==> src/hdl/uplink_include_exclude_filter_macros.svh <==
// Assertion macros shared by the uplink filter RTL.
// Included by the modules that carry concurrent checks; no other dependencies.
`ifndef UPLINK_INCLUDE_EXCLUDE_FILTER_MACROS_SVH
`define UPLINK_INCLUDE_EXCLUDE_FILTER_MACROS_SVH

`ifndef SYNTHESIS
`define UIEF_ASSERT(lbl, clk, rst_n, prop, msg) \
  lbl: assert property (@(posedge clk) disable iff (!rst_n) prop) else $error(msg);
`define UIEF_ASSERT_NEVER(lbl, clk, rst_n, expr, msg) \
  lbl: assert property (@(posedge clk) disable iff (!rst_n) !(expr)) else $error(msg);
`else
`define UIEF_ASSERT(lbl, clk, rst_n, prop, msg)
`define UIEF_ASSERT_NEVER(lbl, clk, rst_n, expr, msg)
`endif

`endif

==> src/hdl/uief_pkg.sv <==
// Types, constants and helpers for the uplink include/exclude filter.
// Used by the top level, the address store and the testbench; depends on nothing.
package uief_pkg;

  localparam int unsigned ADDRESS_SLOTS = 16;
  localparam int unsigned SLOT_IDX_W    = (ADDRESS_SLOTS > 1) ? $clog2(ADDRESS_SLOTS) : 1;
  localparam int unsigned SLOT_CNT_W    = $clog2(ADDRESS_SLOTS + 1);

  localparam int unsigned CMD_W     = 3;
  localparam int unsigned ADDR_W    = 32;
  localparam int unsigned PORT_W    = 8;
  localparam int unsigned NETID_W   = 7;
  localparam int unsigned NETID_LSB = 25;
  localparam int unsigned MODE_W    = 2;
  localparam int unsigned CFG_IDX_W = 2;
  localparam int unsigned PORTS     = 1 << PORT_W;
  localparam int unsigned NETIDS    = 1 << NETID_W;

  typedef enum logic [CMD_W-1:0] {
    CMD_CHECK     = 3'd0,
    CMD_WR_PORT   = 3'd1,
    CMD_WR_ADDR   = 3'd2,
    CMD_WR_NETID  = 3'd3,
    CMD_CLEAR_ALL = 3'd4
  } cmd_e;

  typedef enum logic [MODE_W-1:0] {
    MODE_NONE    = 2'd0,
    MODE_INCLUDE = 2'd1,
    MODE_EXCLUDE = 2'd2
  } mode_e;

  typedef enum logic [CFG_IDX_W-1:0] {
    REG_PORT_MODE    = 2'd0,
    REG_ADDRESS_MODE = 2'd1,
    REG_NETID_MODE   = 2'd2
  } cfg_reg_e;

  typedef enum logic [2:0] {
    ST_INIT,
    ST_IDLE,
    ST_SCAN,
    ST_CLEAR,
    ST_DONE
  } state_e;

  typedef struct packed {
    logic start;
    logic remove;
    logic commit;
    logic clear;
  } addr_ctl_t;

  typedef struct packed {
    logic done;
    logic hit;
    logic full;
  } addr_sts_t;

  function automatic logic set_drops(logic [MODE_W-1:0] mode, logic member);
    logic res;
    case (mode)
      MODE_INCLUDE: res = member;
      MODE_EXCLUDE: res = !member;
      default:      res = 1'b0;
    endcase
    return res;
  endfunction

endpackage

==> src/hdl/uplink_include_exclude_filter.sv <==
// Uplink include/exclude filter: top level with command sequencer, port and
// network id set RAMs, mode registers and result register.
// Depends on uief_pkg, uief_ram, uief_addr_store and the assertion macro header.
//
// Usage:
//   in_valid_i/in_ready_o take one command beat: check a packet, write a port,
//   address or network id entry, or clear all sets. out_valid_o/out_ready_i
//   return one beat per command: drop for checks, status = 1 when an address
//   add finds the store full. Modes are written on cfg_we_i; the user must
//   write them only while idle, the block itself does not enforce it.
//   Checks and address writes scan the store one entry per cycle; clear all
//   wipes the port and network id RAMs one entry per cycle; other commands
//   go straight to the final step. One command is in flight at a time, so
//   the next beat is taken once the result loads and the sequencer is idle.
//   The result register lets a new command start while the previous result
//   waits; a stalled receiver only holds the sequencer at its last step.
//   Reset empties the address set, sets every mode to none and wipes the
//   port and network id RAMs with in_ready_o low.
`include "uplink_include_exclude_filter_macros.svh"

module uplink_include_exclude_filter (
  input  logic                             clk_i,
  input  logic                             rst_ni,
  input  logic                             cfg_we_i,
  input  logic [uief_pkg::CFG_IDX_W-1:0]   cfg_idx_i,
  input  logic [uief_pkg::MODE_W-1:0]      cfg_wdata_i,
  input  logic                             in_valid_i,
  output logic                             in_ready_o,
  input  logic [uief_pkg::CMD_W-1:0]       cmd_i,
  input  logic [uief_pkg::ADDR_W-1:0]      dev_address_i,
  input  logic [uief_pkg::PORT_W-1:0]      frame_port_i,
  input  logic [uief_pkg::NETID_W-1:0]     network_id_i,
  input  logic                             present_i,
  output logic                             out_valid_o,
  input  logic                             out_ready_i,
  output logic                             drop_o,
  output logic                             status_o
);

  uief_pkg::state_e                  state_q, state_d;
  logic [uief_pkg::MODE_W-1:0]       port_mode_q, address_mode_q, netid_mode_q;
  logic [uief_pkg::CMD_W-1:0]        cmd_q;
  logic [uief_pkg::ADDR_W-1:0]       addr_q;
  logic [uief_pkg::PORT_W-1:0]       port_q;
  logic [uief_pkg::NETID_W-1:0]      nid_q;
  logic                              present_q;
  logic [uief_pkg::PORT_W-1:0]       clr_q, clr_d;
  logic                              out_valid_q;
  logic                              drop_q, drop_d;
  logic                              status_q, status_d;

  uief_pkg::addr_ctl_t               addr_ctl;
  uief_pkg::addr_sts_t               addr_sts;
  logic                              accept;
  logic                              out_free;
  logic                              load;
  logic                              port_hit;
  logic                              netid_hit;
  logic                              port_we;
  logic [uief_pkg::PORT_W-1:0]       port_waddr;
  logic                              port_wdata;
  logic                              netid_we;
  logic [uief_pkg::NETID_W-1:0]      netid_waddr;
  logic                              netid_wdata;

  uief_addr_store u_addr_store (
    .clk_i (clk_i),
    .rst_ni(rst_ni),
    .ctl_i (addr_ctl),
    .key_i (addr_q),
    .sts_o (addr_sts)
  );

  uief_ram #(
    .WIDTH(1),
    .DEPTH(uief_pkg::PORTS)
  ) u_port_ram (
    .clk_i  (clk_i),
    .we_i   (port_we),
    .waddr_i(port_waddr),
    .wdata_i(port_wdata),
    .raddr_i(port_q),
    .rdata_o(port_hit)
  );

  uief_ram #(
    .WIDTH(1),
    .DEPTH(uief_pkg::NETIDS)
  ) u_netid_ram (
    .clk_i  (clk_i),
    .we_i   (netid_we),
    .waddr_i(netid_waddr),
    .wdata_i(netid_wdata),
    .raddr_i(addr_q[uief_pkg::NETID_LSB +: uief_pkg::NETID_W]),
    .rdata_o(netid_hit)
  );

  assign in_ready_o = (state_q == uief_pkg::ST_IDLE);
  assign accept     = in_valid_i && in_ready_o;
  assign out_free   = !out_valid_q || out_ready_i;

  always_comb begin
    drop_d = (cmd_q == uief_pkg::CMD_CHECK) &&
             (uief_pkg::set_drops(port_mode_q, port_hit) ||
              uief_pkg::set_drops(address_mode_q, addr_sts.hit) ||
              uief_pkg::set_drops(netid_mode_q, netid_hit));
    status_d = (cmd_q == uief_pkg::CMD_WR_ADDR) && present_q &&
               !addr_sts.hit && addr_sts.full;
  end

  always_comb begin
    state_d         = state_q;
    clr_d           = '0;
    addr_ctl        = '0;
    addr_ctl.remove = (cmd_q == uief_pkg::CMD_WR_ADDR) && !present_q;
    load            = 1'b0;
    port_we         = 1'b0;
    port_waddr      = port_q;
    port_wdata      = present_q;
    netid_we        = 1'b0;
    netid_waddr     = nid_q;
    netid_wdata     = present_q;
    case (state_q)
      uief_pkg::ST_INIT, uief_pkg::ST_CLEAR: begin
        // wipe both set RAMs, one entry per cycle
        port_we     = 1'b1;
        port_waddr  = clr_q;
        port_wdata  = 1'b0;
        netid_we    = 1'b1;
        netid_waddr = clr_q[uief_pkg::NETID_W-1:0];
        netid_wdata = 1'b0;
        clr_d       = uief_pkg::PORT_W'(clr_q + 1'b1);
        if (clr_q == uief_pkg::PORT_W'(uief_pkg::PORTS - 1)) begin
          state_d = (state_q == uief_pkg::ST_INIT) ? uief_pkg::ST_IDLE : uief_pkg::ST_DONE;
        end
      end
      uief_pkg::ST_IDLE: begin
        if (in_valid_i) begin
          addr_ctl.start = cmd_i inside {uief_pkg::CMD_CHECK, uief_pkg::CMD_WR_ADDR};
          if (addr_ctl.start) begin
            state_d = uief_pkg::ST_SCAN;
          end else if (cmd_i == uief_pkg::CMD_CLEAR_ALL) begin
            state_d = uief_pkg::ST_CLEAR;
          end else begin
            state_d = uief_pkg::ST_DONE;
          end
        end
      end
      uief_pkg::ST_SCAN: begin
        if (addr_sts.done) begin
          state_d = uief_pkg::ST_DONE;
        end
      end
      uief_pkg::ST_DONE: begin
        if (out_free) begin
          load            = 1'b1;
          state_d         = uief_pkg::ST_IDLE;
          addr_ctl.commit = (cmd_q == uief_pkg::CMD_WR_ADDR) && present_q;
          addr_ctl.clear  = (cmd_q == uief_pkg::CMD_CLEAR_ALL);
          port_we         = (cmd_q == uief_pkg::CMD_WR_PORT);
          netid_we        = (cmd_q == uief_pkg::CMD_WR_NETID);
        end
      end
      default: state_d = uief_pkg::ST_IDLE;
    endcase
  end

  always_ff @(posedge clk_i or negedge rst_ni) begin
    if (!rst_ni) begin
      state_q        <= uief_pkg::ST_INIT;
      clr_q          <= '0;
      port_mode_q    <= uief_pkg::MODE_NONE;
      address_mode_q <= uief_pkg::MODE_NONE;
      netid_mode_q   <= uief_pkg::MODE_NONE;
      out_valid_q    <= 1'b0;
    end else begin
      state_q <= state_d;
      clr_q   <= clr_d;
      if (load) begin
        out_valid_q <= 1'b1;
      end else if (out_ready_i) begin
        out_valid_q <= 1'b0;
      end
      if (cfg_we_i) begin
        case (cfg_idx_i)
          uief_pkg::REG_PORT_MODE:    port_mode_q    <= cfg_wdata_i;
          uief_pkg::REG_ADDRESS_MODE: address_mode_q <= cfg_wdata_i;
          uief_pkg::REG_NETID_MODE:   netid_mode_q   <= cfg_wdata_i;
          default: ;
        endcase
      end
    end
  end

  always_ff @(posedge clk_i) begin
    if (accept) begin
      cmd_q     <= cmd_i;
      addr_q    <= dev_address_i;
      port_q    <= frame_port_i;
      nid_q     <= network_id_i;
      present_q <= present_i;
    end
    if (load) begin
      drop_q   <= drop_d;
      status_q <= status_d;
    end
  end

  assign out_valid_o = out_valid_q;
  assign drop_o      = drop_q;
  assign status_o    = status_q;

  `UIEF_ASSERT(a_check_scans, clk_i, rst_ni,
    (accept && (cmd_i == uief_pkg::CMD_CHECK)) |=> (state_q == uief_pkg::ST_SCAN),
    "check beat did not start an address scan")
  `UIEF_ASSERT(a_result_from_done, clk_i, rst_ni,
    $rose(out_valid_q) |-> ($past(state_q) == uief_pkg::ST_DONE),
    "result loaded outside the final step")
  `UIEF_ASSERT(a_status_only_addr_add, clk_i, rst_ni,
    (load && status_d) |-> ((cmd_q == uief_pkg::CMD_WR_ADDR) && present_q),
    "full status on a command other than address add")
  `UIEF_ASSERT(a_drop_only_check, clk_i, rst_ni,
    (load && drop_d) |-> (cmd_q == uief_pkg::CMD_CHECK),
    "drop raised on a write command")

endmodule

==> src/hdl/uief_ram.sv <==
// Generic single-write, single-read RAM with registered read data.
// Standalone; no package dependencies.
module uief_ram #(
  parameter int unsigned WIDTH = 32,
  parameter int unsigned DEPTH = 16
) (
  input  logic                                      clk_i,
  input  logic                                      we_i,
  input  logic [((DEPTH > 1) ? $clog2(DEPTH) : 1)-1:0] waddr_i,
  input  logic [WIDTH-1:0]                          wdata_i,
  input  logic [((DEPTH > 1) ? $clog2(DEPTH) : 1)-1:0] raddr_i,
  output logic [WIDTH-1:0]                          rdata_o
);

  logic [WIDTH-1:0] mem_q [DEPTH];
  logic [WIDTH-1:0] rdata_q;

  always_ff @(posedge clk_i) begin
    if (we_i) begin
      mem_q[waddr_i] <= wdata_i;
    end
    rdata_q <= mem_q[raddr_i];
  end

  assign rdata_o = rdata_q;

endmodule

==> src/hdl/uief_addr_store.sv <==
// Device address set: entry RAM, valid bits and a one-entry-per-cycle scan.
// Depends on uief_pkg, uief_ram and the assertion macro header.
`include "uplink_include_exclude_filter_macros.svh"

module uief_addr_store (
  input  logic                             clk_i,
  input  logic                             rst_ni,
  input  uief_pkg::addr_ctl_t              ctl_i,
  input  logic [uief_pkg::ADDR_W-1:0]      key_i,
  output uief_pkg::addr_sts_t              sts_o
);

  logic                                active_q, active_d;
  logic [uief_pkg::SLOT_CNT_W-1:0]     idx_q, idx_d;
  logic                                cmp_ok_q, cmp_ok_d;
  logic [uief_pkg::SLOT_IDX_W-1:0]     cmp_idx_q, cmp_idx_d;
  logic                                hit_q, hit_d;
  logic                                free_ok_q, free_ok_d;
  logic [uief_pkg::SLOT_IDX_W-1:0]     free_idx_q, free_idx_d;
  logic                                done_q, done_d;
  logic [uief_pkg::ADDRESS_SLOTS-1:0]  valid_q, valid_d;

  logic                                issue;
  logic                                slot_live;
  logic                                match;
  logic                                ram_we;
  logic [uief_pkg::ADDR_W-1:0]         ram_rdata;

  uief_ram #(
    .WIDTH(uief_pkg::ADDR_W),
    .DEPTH(uief_pkg::ADDRESS_SLOTS)
  ) u_ram (
    .clk_i  (clk_i),
    .we_i   (ram_we),
    .waddr_i(free_idx_q),
    .wdata_i(key_i),
    .raddr_i(idx_q[uief_pkg::SLOT_IDX_W-1:0]),
    .rdata_o(ram_rdata)
  );

  assign issue     = active_q && (idx_q != uief_pkg::SLOT_CNT_W'(uief_pkg::ADDRESS_SLOTS));
  assign slot_live = valid_q[cmp_idx_q];
  assign match     = cmp_ok_q && slot_live && (ram_rdata == key_i);
  assign ram_we    = ctl_i.commit && !hit_q && free_ok_q;

  always_comb begin
    active_d   = active_q;
    idx_d      = idx_q;
    cmp_ok_d   = cmp_ok_q;
    cmp_idx_d  = cmp_idx_q;
    hit_d      = hit_q;
    free_ok_d  = free_ok_q;
    free_idx_d = free_idx_q;
    done_d     = done_q;
    valid_d    = valid_q;
    if (ctl_i.start) begin
      active_d  = 1'b1;
      idx_d     = '0;
      cmp_ok_d  = 1'b0;
      hit_d     = 1'b0;
      free_ok_d = 1'b0;
      done_d    = 1'b0;
    end else if (active_q) begin
      idx_d     = issue ? uief_pkg::SLOT_CNT_W'(idx_q + 1'b1) : idx_q;
      cmp_ok_d  = issue;
      cmp_idx_d = idx_q[uief_pkg::SLOT_IDX_W-1:0];
      if (match) begin
        hit_d = 1'b1;
        if (ctl_i.remove) begin
          valid_d[cmp_idx_q] = 1'b0;
        end
      end
      // lowest free slot, for a later add
      if (cmp_ok_q && !slot_live && !free_ok_q) begin
        free_ok_d  = 1'b1;
        free_idx_d = cmp_idx_q;
      end
      if (!issue && !cmp_ok_q) begin
        active_d = 1'b0;
        done_d   = 1'b1;
      end
    end
    if (ctl_i.clear) begin
      valid_d = '0;
    end else if (ram_we) begin
      valid_d[free_idx_q] = 1'b1;
    end
  end

  always_ff @(posedge clk_i or negedge rst_ni) begin
    if (!rst_ni) begin
      active_q  <= 1'b0;
      cmp_ok_q  <= 1'b0;
      hit_q     <= 1'b0;
      free_ok_q <= 1'b0;
      done_q    <= 1'b0;
      valid_q   <= '0;
    end else begin
      active_q  <= active_d;
      cmp_ok_q  <= cmp_ok_d;
      hit_q     <= hit_d;
      free_ok_q <= free_ok_d;
      done_q    <= done_d;
      valid_q   <= valid_d;
    end
  end

  always_ff @(posedge clk_i) begin
    idx_q      <= idx_d;
    cmp_idx_q  <= cmp_idx_d;
    free_idx_q <= free_idx_d;
  end

  assign sts_o.done = done_q;
  assign sts_o.hit  = hit_q;
  assign sts_o.full = !free_ok_q;

  `UIEF_ASSERT_NEVER(a_start_while_busy, clk_i, rst_ni, ctl_i.start && active_q,
    "scan restarted while running")
  `UIEF_ASSERT_NEVER(a_done_and_active, clk_i, rst_ni, done_q && active_q,
    "scan done while still active")
  `UIEF_ASSERT(a_done_after_scan, clk_i, rst_ni, $rose(done_q) |-> $past(active_q),
    "done raised without a scan")

endmodule

==> config.mk <==
export PLATFORM = sky130hd
export DESIGN_NAME = uplink_include_exclude_filter
export DESIGN_NICKNAME = d
export VERILOG_FILES = /design/src/hdl/uief_pkg.sv /design/src/hdl/uplink_include_exclude_filter.sv /design/src/hdl/uief_ram.sv /design/src/hdl/uief_addr_store.sv
export VERILOG_INCLUDE_DIRS = /design/src /design/src/hdl
export SDC_FILE = /design/constraint.sdc
export NUM_CORES = 1
export LEC_CHECK = 0
export BUFFER_PORTS_ARGS = -buffer_cell sky130_fd_sc_hd__buf_2
export CELL_PAD_IN_SITES_DETAIL_PLACEMENT = 1
export CELL_PAD_IN_SITES_GLOBAL_PLACEMENT = 2
export CORE_AREA = 2 2 273 302
export DETAILED_ROUTE_END_ITERATION = 12
export DIE_AREA = 0 0 275 304
export GPL_TIMING_DRIVEN = 0
export PLACE_DENSITY = 0.85
export SETUP_SLACK_MARGIN = 0.2
export SYNTH_ARGS = -nofsm -noshare
export SYNTH_HDL_FRONTEND = slang
export SYNTH_SLANG_ARGS = --single-unit
==> constraint.sdc <==
create_clock -name clk_i -period 12.1 [get_ports clk_i]
set_input_delay 0.605 -clock clk_i [delete_from_list [all_inputs] [get_ports clk_i]]
set_output_delay 0.605 -clock clk_i [all_outputs]
set_load 0.03 [all_outputs]
=== Word-level counts from Yosys, hierarchy flattened ===
Memories as Yosys holds them, arrays and structs flattened. A register that Yosys moved wholly into a read port is not among the register bits.
Index checks and enable logic that the tools add are counted.

* Multiplexer cells: 59
* Bitwise gates (word level): 4
* Reductions and logical operators: 49
* Multipliers: 0
* Shift-type cells: 0
* Divide/modulo/power cells: 0
* Equal/unequal tests: 25
* Order comparisons: 4
* Add/subtract/negate cells: 2

{| class="wikitable"
|+ Operators by type and width
! kind !! count
|-
| two-way mux 16 bit || 6
|-
| == test 32 bit || 1
|-
| two-way mux 1 bit || 32
|-
| two-way mux 3 bit || 7
|-
| bitwise AND 16 bit || 1
|-
| logical AND 1 bit || 16
|-
| two-way mux 8 bit || 2
|-
| inverter 16 bit || 1
|-
| bitwise OR 16 bit || 1
|-
| AND reduction 2 bit || 8
|-
| == test 3 x 2 -> 1 bit (second input constant) || 5
|-
| case mux 3 bit (4 select lines) || 1
|-
| nonzero test 2 bit || 6
|-
| < comparator 4 x 5 -> 1 bit (second input constant) || 2
|-
| case mux 1 bit (2 select lines) || 5
|-
| == test 3 bit (second input constant) || 3
|-
| zero test 1 bit || 9
|-
| zero test 3 bit || 3
|-
| adder 8 x 1 -> 8 bit (second input constant) || 1
|-
| demux 1 bit (select 4 bit) || 2
|-
| == test 2 x 1 -> 1 bit (second input constant) || 4
|-
| == test 2 bit (second input constant) || 4
|-
| == test 8 bit (second input constant) || 1
|-
| greater-or-equal comparator 4 x 1 -> 1 bit (second input constant) || 2
|-
| 14 further kinds || 20
|}

* Latch bits: 0
* Memories kept: 3
* Flip-flop bits (word level): 105
* Memory bits (read-only): 0
* Output and inout port bits: 4
* Memory bits (writable): 896

{| class="wikitable"
|+ Memories
! name !! depth !! width !! read ports !! clocked after Yosys merged registers in !! wr ports !! RTL line !! source
|-
| u_addr_store.u_ram.mem_q || 16 || 32 || 1 || 1 || 1 || uief_ram.sv:15 || <nowiki>logic [WIDTH-1:0] mem_q [DEPTH];</nowiki>
|-
| u_port_ram.mem_q || 256 || 1 || 1 || 1 || 1 || uief_ram.sv:15 ||
|-
| u_netid_ram.mem_q || 128 || 1 || 1 || 1 || 1 || uief_ram.sv:15 ||
|}

=== Logic depth before layout (Yosys ltp) ===
* Word-level depth: 13
* Depth in mapped cells: 10
* Mapped depth without buffers: 7

=== Cells and area by module ===
A second synthesis with hierarchy kept.

* Cells, all modules: 2435
* Area, all modules: 41544.8 sq um

{| class="wikitable"
|+ By module, submodules not included
! module !! area each (sq um) !! cells an instance !! seq. area each (sq um) !! times used
|-
| uief_ram (u_addr_store.u_ram) || 19835.3 || 838 || 16015.4 || 1
|-
| uief_ram (u_port_ram) || 11128.2 || 788 || 7707.4 || 1
|-
| uief_ram (u_netid_ram) || 5719.2 || 395 || 3863.7 || 1
|-
| uplink_include_exclude_filter || 2742.6 || 196 || 2042.0 || 1
|-
| uief_addr_store || 2119.5 || 218 || 865.8 || 1
|}

=== Worst setup path before layout ===
Ideal clock, no wire load.

* Kind: reg-to-reg
* From: reg state_q[1]
* To: mem u_netid_ram.mem_q[0], data pin
* Buffers on the path: 2
* Setup time: 1.200 ns
* Arrival time: 6.126 ns
* Cell stages (with the launch flop): 6
* Required time: 10.900 ns
* Path slack: 4.774 ns
* Cell sequence: dfrtp_1 -> nor2b_1 -> or3_1 -> buf_2 -> clkbuf_1 -> and2_1

* Word-level cells in the longest chain between the ends: 3
* Elaborated cells between the ends (all ways): 4

{| class="wikitable"
|+ RTL lines
! element !! RTL line !! source
|-
| from (decl) || uplink_include_exclude_filter.sv:40 || <nowiki>uief_pkg::state_e state_q, state_d;</nowiki>
|-
| from (signal assigned) || uplink_include_exclude_filter.sv:170 || <nowiki>state_q <= uief_pkg::ST_INIT;</nowiki>
|-
| from (signal assigned) || uplink_include_exclude_filter.sv:177 || <nowiki>state_q <= state_d;</nowiki>
|-
| == test 3 x 2 -> 1 bit or zero test 3 bit (tied branches) || uplink_include_exclude_filter.sv:123 || <nowiki>case (state_q)</nowiki>
|-
| OR reduction 2 bit * || uplink_include_exclude_filter.sv:123 ||
|-
| two-way mux 1 bit * || uplink_include_exclude_filter.sv:123 ||
|-
| net netid_wdata || uplink_include_exclude_filter.sv:64 || <nowiki>logic netid_wdata;</nowiki>
|-
| to (decl) || uief_ram.sv:15 ||
|}

Mark *: on every way through the listed nets, which the timed path passes. The rest lies on a longest branch.

=== Worst setup path after layout ===
* From: reg addr_q[29] (netlist bit)
* To: reg u_addr_store.valid_q[6] (netlist bit)

* Word-level cells in the longest chain between the ends: 8

{| class="wikitable"
|+ RTL lines
! element !! RTL line !! source
|-
| from (decl) || uplink_include_exclude_filter.sv:43 || <nowiki>logic [uief_pkg::ADDR_W-1:0] addr_q;</nowiki>
|-
| from (signal assigned) || uplink_include_exclude_filter.sv:198 || <nowiki>addr_q <= dev_address_i;</nowiki>
|-
| == test 32 bit * || uief_addr_store.sv:43 || <nowiki>assign match = cmp_ok_q && slot_live && (ram_rdata == key_i);</nowiki>
|-
| logical AND 1 bit * || uief_addr_store.sv:43 ||
|-
| two-way mux 16 bit * || uief_addr_store.sv:67 || <nowiki>if (match) begin</nowiki>
|-
| two-way mux 16 bit * || uief_addr_store.sv:63 || <nowiki>end else if (active_q) begin</nowiki>
|-
| two-way mux 16 bit * || uief_addr_store.sv:56 || <nowiki>if (ctl_i.start) begin</nowiki>
|-
| bitwise OR 16 bit (no source line) || - ||
|-
| two-way mux 16 bit * || uief_addr_store.sv:85 || <nowiki>end else if (ram_we) begin</nowiki>
|-
| two-way mux 16 bit * || uief_addr_store.sv:83 || <nowiki>if (ctl_i.clear) begin</nowiki>
|-
| net u_addr_store.valid_d, one bit || uief_addr_store.sv:21 || <nowiki>logic [uief_pkg::ADDRESS_SLOTS-1:0] valid_q, valid_d;</nowiki>
|-
| to (signal assigned) || uief_addr_store.sv:104 || <nowiki>valid_q <= valid_d;</nowiki>
|-
| to (decl) || uief_addr_store.sv:21 ||
|}

Marks and branches as above.
A chain may end at the register's enable or synchronous reset.

==> results.sh <==
export IMPL_criticalPathCategory="flip-flop to flip-flop"
export IMPL_vias=22900
export IMPL_grt_setup_unrepaired="false"
export IMPL_synth_flop_cell="edfxtp_1"
export IMPL_die_h_um=304
export IMPL_cts_root_buf="clkbuf_16"
export IMPL_cts_hold_fix_buffers=0
export IMPL_ys_seq_elements=1035
export IMPL_maxSlewViolCount=0
export IMPL_critPathMaxStageDelay_ps=820
export IMPL_yosysWarnings=0
export IMPL_grt_pass1_vias=24900
export IMPL_hpwl_um=71400
export IMPL_fin_tns_setup_ps=0
export IMPL_clk_pin_slew_ps=60
export IMPL_routed_wl_um=111000
export IMPL_synth_distinct_cells=59
export IMPL_crit_chain="clkbuf_1, xnor2_1, nand4_1, nor4_1, nand4_1, nor4b_1, a31oi_1"
export IMPL_worst_pin_slew_ps=1300
export IMPL_finalNetCount=2600
export IMPL_post_cts_buffers=0
export IMPL_skew_ps=39.5
export IMPL_drc=0
export IMPL_place_port_buffers=63
export IMPL_slowest_stage="clkbuf_1"
export IMPL_synth_area_leaders="edfxtp_1 (69%), mux4_2 (13%), nor2_1 (4.0%)"
export IMPL_clkLatencyLatePin_ps=710
export IMPL_synth_largest_area_cell="edfxtp_1"
export IMPL_syn_mean_instance_area_um2=17.8
export IMPL_drtAntennaViolNets=0
export IMPL_finalSetupViolations=0
export IMPL_critPathMaxFanout=17
export IMPL_grt_pass1_wl_um=165000
export IMPL_n_antenna_cell=0
export IMPL_dieArea_mm2=0.0836
export IMPL_grt_max_degree=116
export IMPL_cp_num_buf_inv=1
export IMPL_dr_pass1_iters=7
export IMPL_power_w=0.00842
export IMPL_netlist_area_leader_share_pct=69.3
export IMPL_fin_crit_ps=4040
export IMPL_io_pins=64
export IMPL_final_hold_viol_count=0
export IMPL_antenna_found_initial=0
export IMPL_drtIter0Drc=2503
export IMPL_drive_above_1_share_pct=22.0
export IMPL_cp_start_kind="flip-flop"
export IMPL_cts_buffers=104
export IMPL_grt_use_total_pct=27.2
export IMPL_grt_overflow=0
export IMPL_initial_core_util_pct=51.2
export IMPL_maxSlewHeadroom_pct=12.7
export IMPL_htree_levels=3
export IMPL_cts_path_max_buffers=3
export IMPL_netlist_instances=2331
export IMPL_chipWidth_um=275
export IMPL_setup_worst_path_end_class="flip-flop"
export IMPL_fp_coreArea_mm2=0.0809
export IMPL_rows=110
export IMPL_critPathArrivalTime_ps=4570
export IMPL_post_synth_instance_area_mm2=0.0414
export IMPL_postLayoutCoreUtil_pct=58.4
export IMPL_cap_viol_max_count=0
export IMPL_hp_class="input port to async pin"
export IMPL_clock_sinks=1035
export IMPL_cp_common_cell="nand4_1"
export IMPL_cp_required_ps=12630
export IMPL_routedWlPerCell_um=30.2
export IMPL_ys_async_sr_fraction_pct=3.77
export IMPL_finalCritPeriodShare_pct=33.4
export IMPL_ctsResizeCount=0
export IMPL_ir_worst_vdd_mv=0.143
export IMPL_p_per_area_mw_per_mm2=178
export IMPL_synth_edff_count=957
export IMPL_syn_nets=2394
export IMPL_gp_congestion=0.854
export IMPL_status="complete, no violations"
export IMPL_p_leak_nw=15.4
export IMPL_seq_area_frac_synth_pct=73.6
export IMPL_tritoncts="done"
export IMPL_cpLargestDelayFamily="simple AND/OR/NAND/NOR gates"
export IMPL_viasPerCell=6.21
export IMPL_syn2layout_area_growth_pct=14.1
export IMPL_fmax_mhz=248
==> path summary, 6_finish.rpt <==
check	start	endpoint	slack, ps	depth (start not counted)
hold reg to reg	u_addr_store.idx_q[2]	u_addr_store.cmp_idx_q[2]	450	0
hold / removal	rst_ni	state_q[1]	80	1
min in group clk_i	dev_address_i[18]	addr_q[18]	80	1
max in group asynchronous	rst_ni	port_mode_q[0]	11370	1
setup reg to reg	addr_q[29]	u_addr_store.valid_q[6]	8060	7
setup / recovery	addr_q[29]	u_addr_store.valid_q[6]	8060	7
==> worst register-to-register path, stage by stage (launching register included) <==
cell and delay, ps:
edfxtp_1 620, clkbuf_1 820, xnor2_1 200, nand4_1 190
nor4_1 640, nand4_1 420, nor4b_1 790, a31oi_1 200
==> power breakdown <==
part / total (W) / internal, W / switching, W
Clock: 0.00322 / 0.00181 / 0.00141
Combinational: 0.00122 / 0.000601 / 0.000616
Sequential: 0.00399 / 0.00393 / 0.0000530
==> area by class of cell <==
class / count / area [um2]
clock inverters: 55 / 583
well taps: 1064 / 1330
plain buffers: 138 / 564
multi-input cells: 1138 / 10400
flip-flops and latches: 1035 / 30500
clock buffers: 138 / 2830
inverters: 20 / 75.1
repair buffers: 100 / 1000
fillers: 7170 / 33600
==> cells in the final DEF (no fill, tap or decap), types with 6 or more instances in the layout <==
cell type,n
nand4_1,14
dfrtp_1,39
buf_1,18
o22ai_1,23
nand3_1,26
nor3_1,14
a31oi_1,9
or2_2,12
a21oi_1,19
clkbuf_1,116
nand3b_1,10
xnor2_1,38
o21ai_0,37
inv_1,20
nor2_4,12
buf_2,88
mux2i_1,57
nor2_1,428
nor2b_1,13
nor4_1,11
edfxtp_1,957
buf_16,13
clkinv_1,16
mux2_2,8
dfxtp_1,39
nor3b_1,6
buf_12,7
nand2b_1,12
mux4_2,248
clkbuf_8,10
clkbuf_16,104
or3_1,6
a22o_1,6
clkinv_2,21
bufinv_16,7
nand2_1,62
buf_6,15
==> logic make-up after synthesis <==
kind of cell               count (synthesis)  synth area share, %
buffers and inverters                    158                 1.54
and+or+nand+nor                          650                 6.80
DFF                                     1035                 73.6
adders and majority gates                  3               0.0906
muxes                                    313                 15.1
AOI/OAI and AO/OA                        130                 2.02
xor gates and xnor gates                  42                0.888
==> state kept, by name, summed over array words and instances (netlist names), 5 cells and up <==
name                        flops
port_q                          8
nid_q                           7
u_addr_store.u_ram.mem_q      512
u_addr_store.valid_q           16
clr_q                           8
u_netid_ram.mem_q             128
addr_q                         32
u_addr_store.u_ram.rdata_o     32
u_addr_store.idx_q              5
u_port_ram.mem_q              256
==> synthesized netlist by cell type (3+ instances only) <==
cell and count:
nor2b_1 13, nor3b_1 6, inv_1 20, mux4_2 248, nand2b_1 12, and3_1 4
o21ai_1 3, o221a_2 4, o22ai_1 23, and2_1 4, o21a_1 5, mux2i_1 57
nor3_1 18, clkbuf_1 92, nor4_1 11, buf_1 18, dfxtp_1 39, a21oi_1 19
dfrtp_1 39, buf_2 25, nand3_1 26, a22o_1 6, nand3b_1 10, nand4_1 14
o211ai_1 3, xnor2_1 38, nand2_1 62, o31ai_1 5, or2_2 12, mux2_2 8
xor2_1 4, nor2_1 440, o21ai_0 37, a31oi_1 9, edfxtp_1 957, ha_1 3
or3_1 6
==> metal layers <==
metal | share of wire [%] | track usage (%) | wire, um | vias to the layer above
li1 | - | - | - | 9516
met1 | 38 | 34.8 | 42600 | 12200
met2 | 53 | 47.5 | 58600 | 932
met3 | 5.9 | 4.02 | 6580 | 218
met4 | 3.3 | 9.52 | 3630 | 0
met5 | 0 | 0 | 0 | -
==> per-stage QoR <==
stage                     instances  area, um2  setup WS [ps]  hold WS, ps
after floorplan                2331      41400           4770          309
after global placement         3458      43100           1460          421
after detailed placement       3495      43900           8170          431
after CTS                      3688      47300           8170         48.2
after global routing           3688      47300           7870         72.6
final                          3688      47300           8060         79.9
Note: power is estimated with default switching activity, not from simulation.
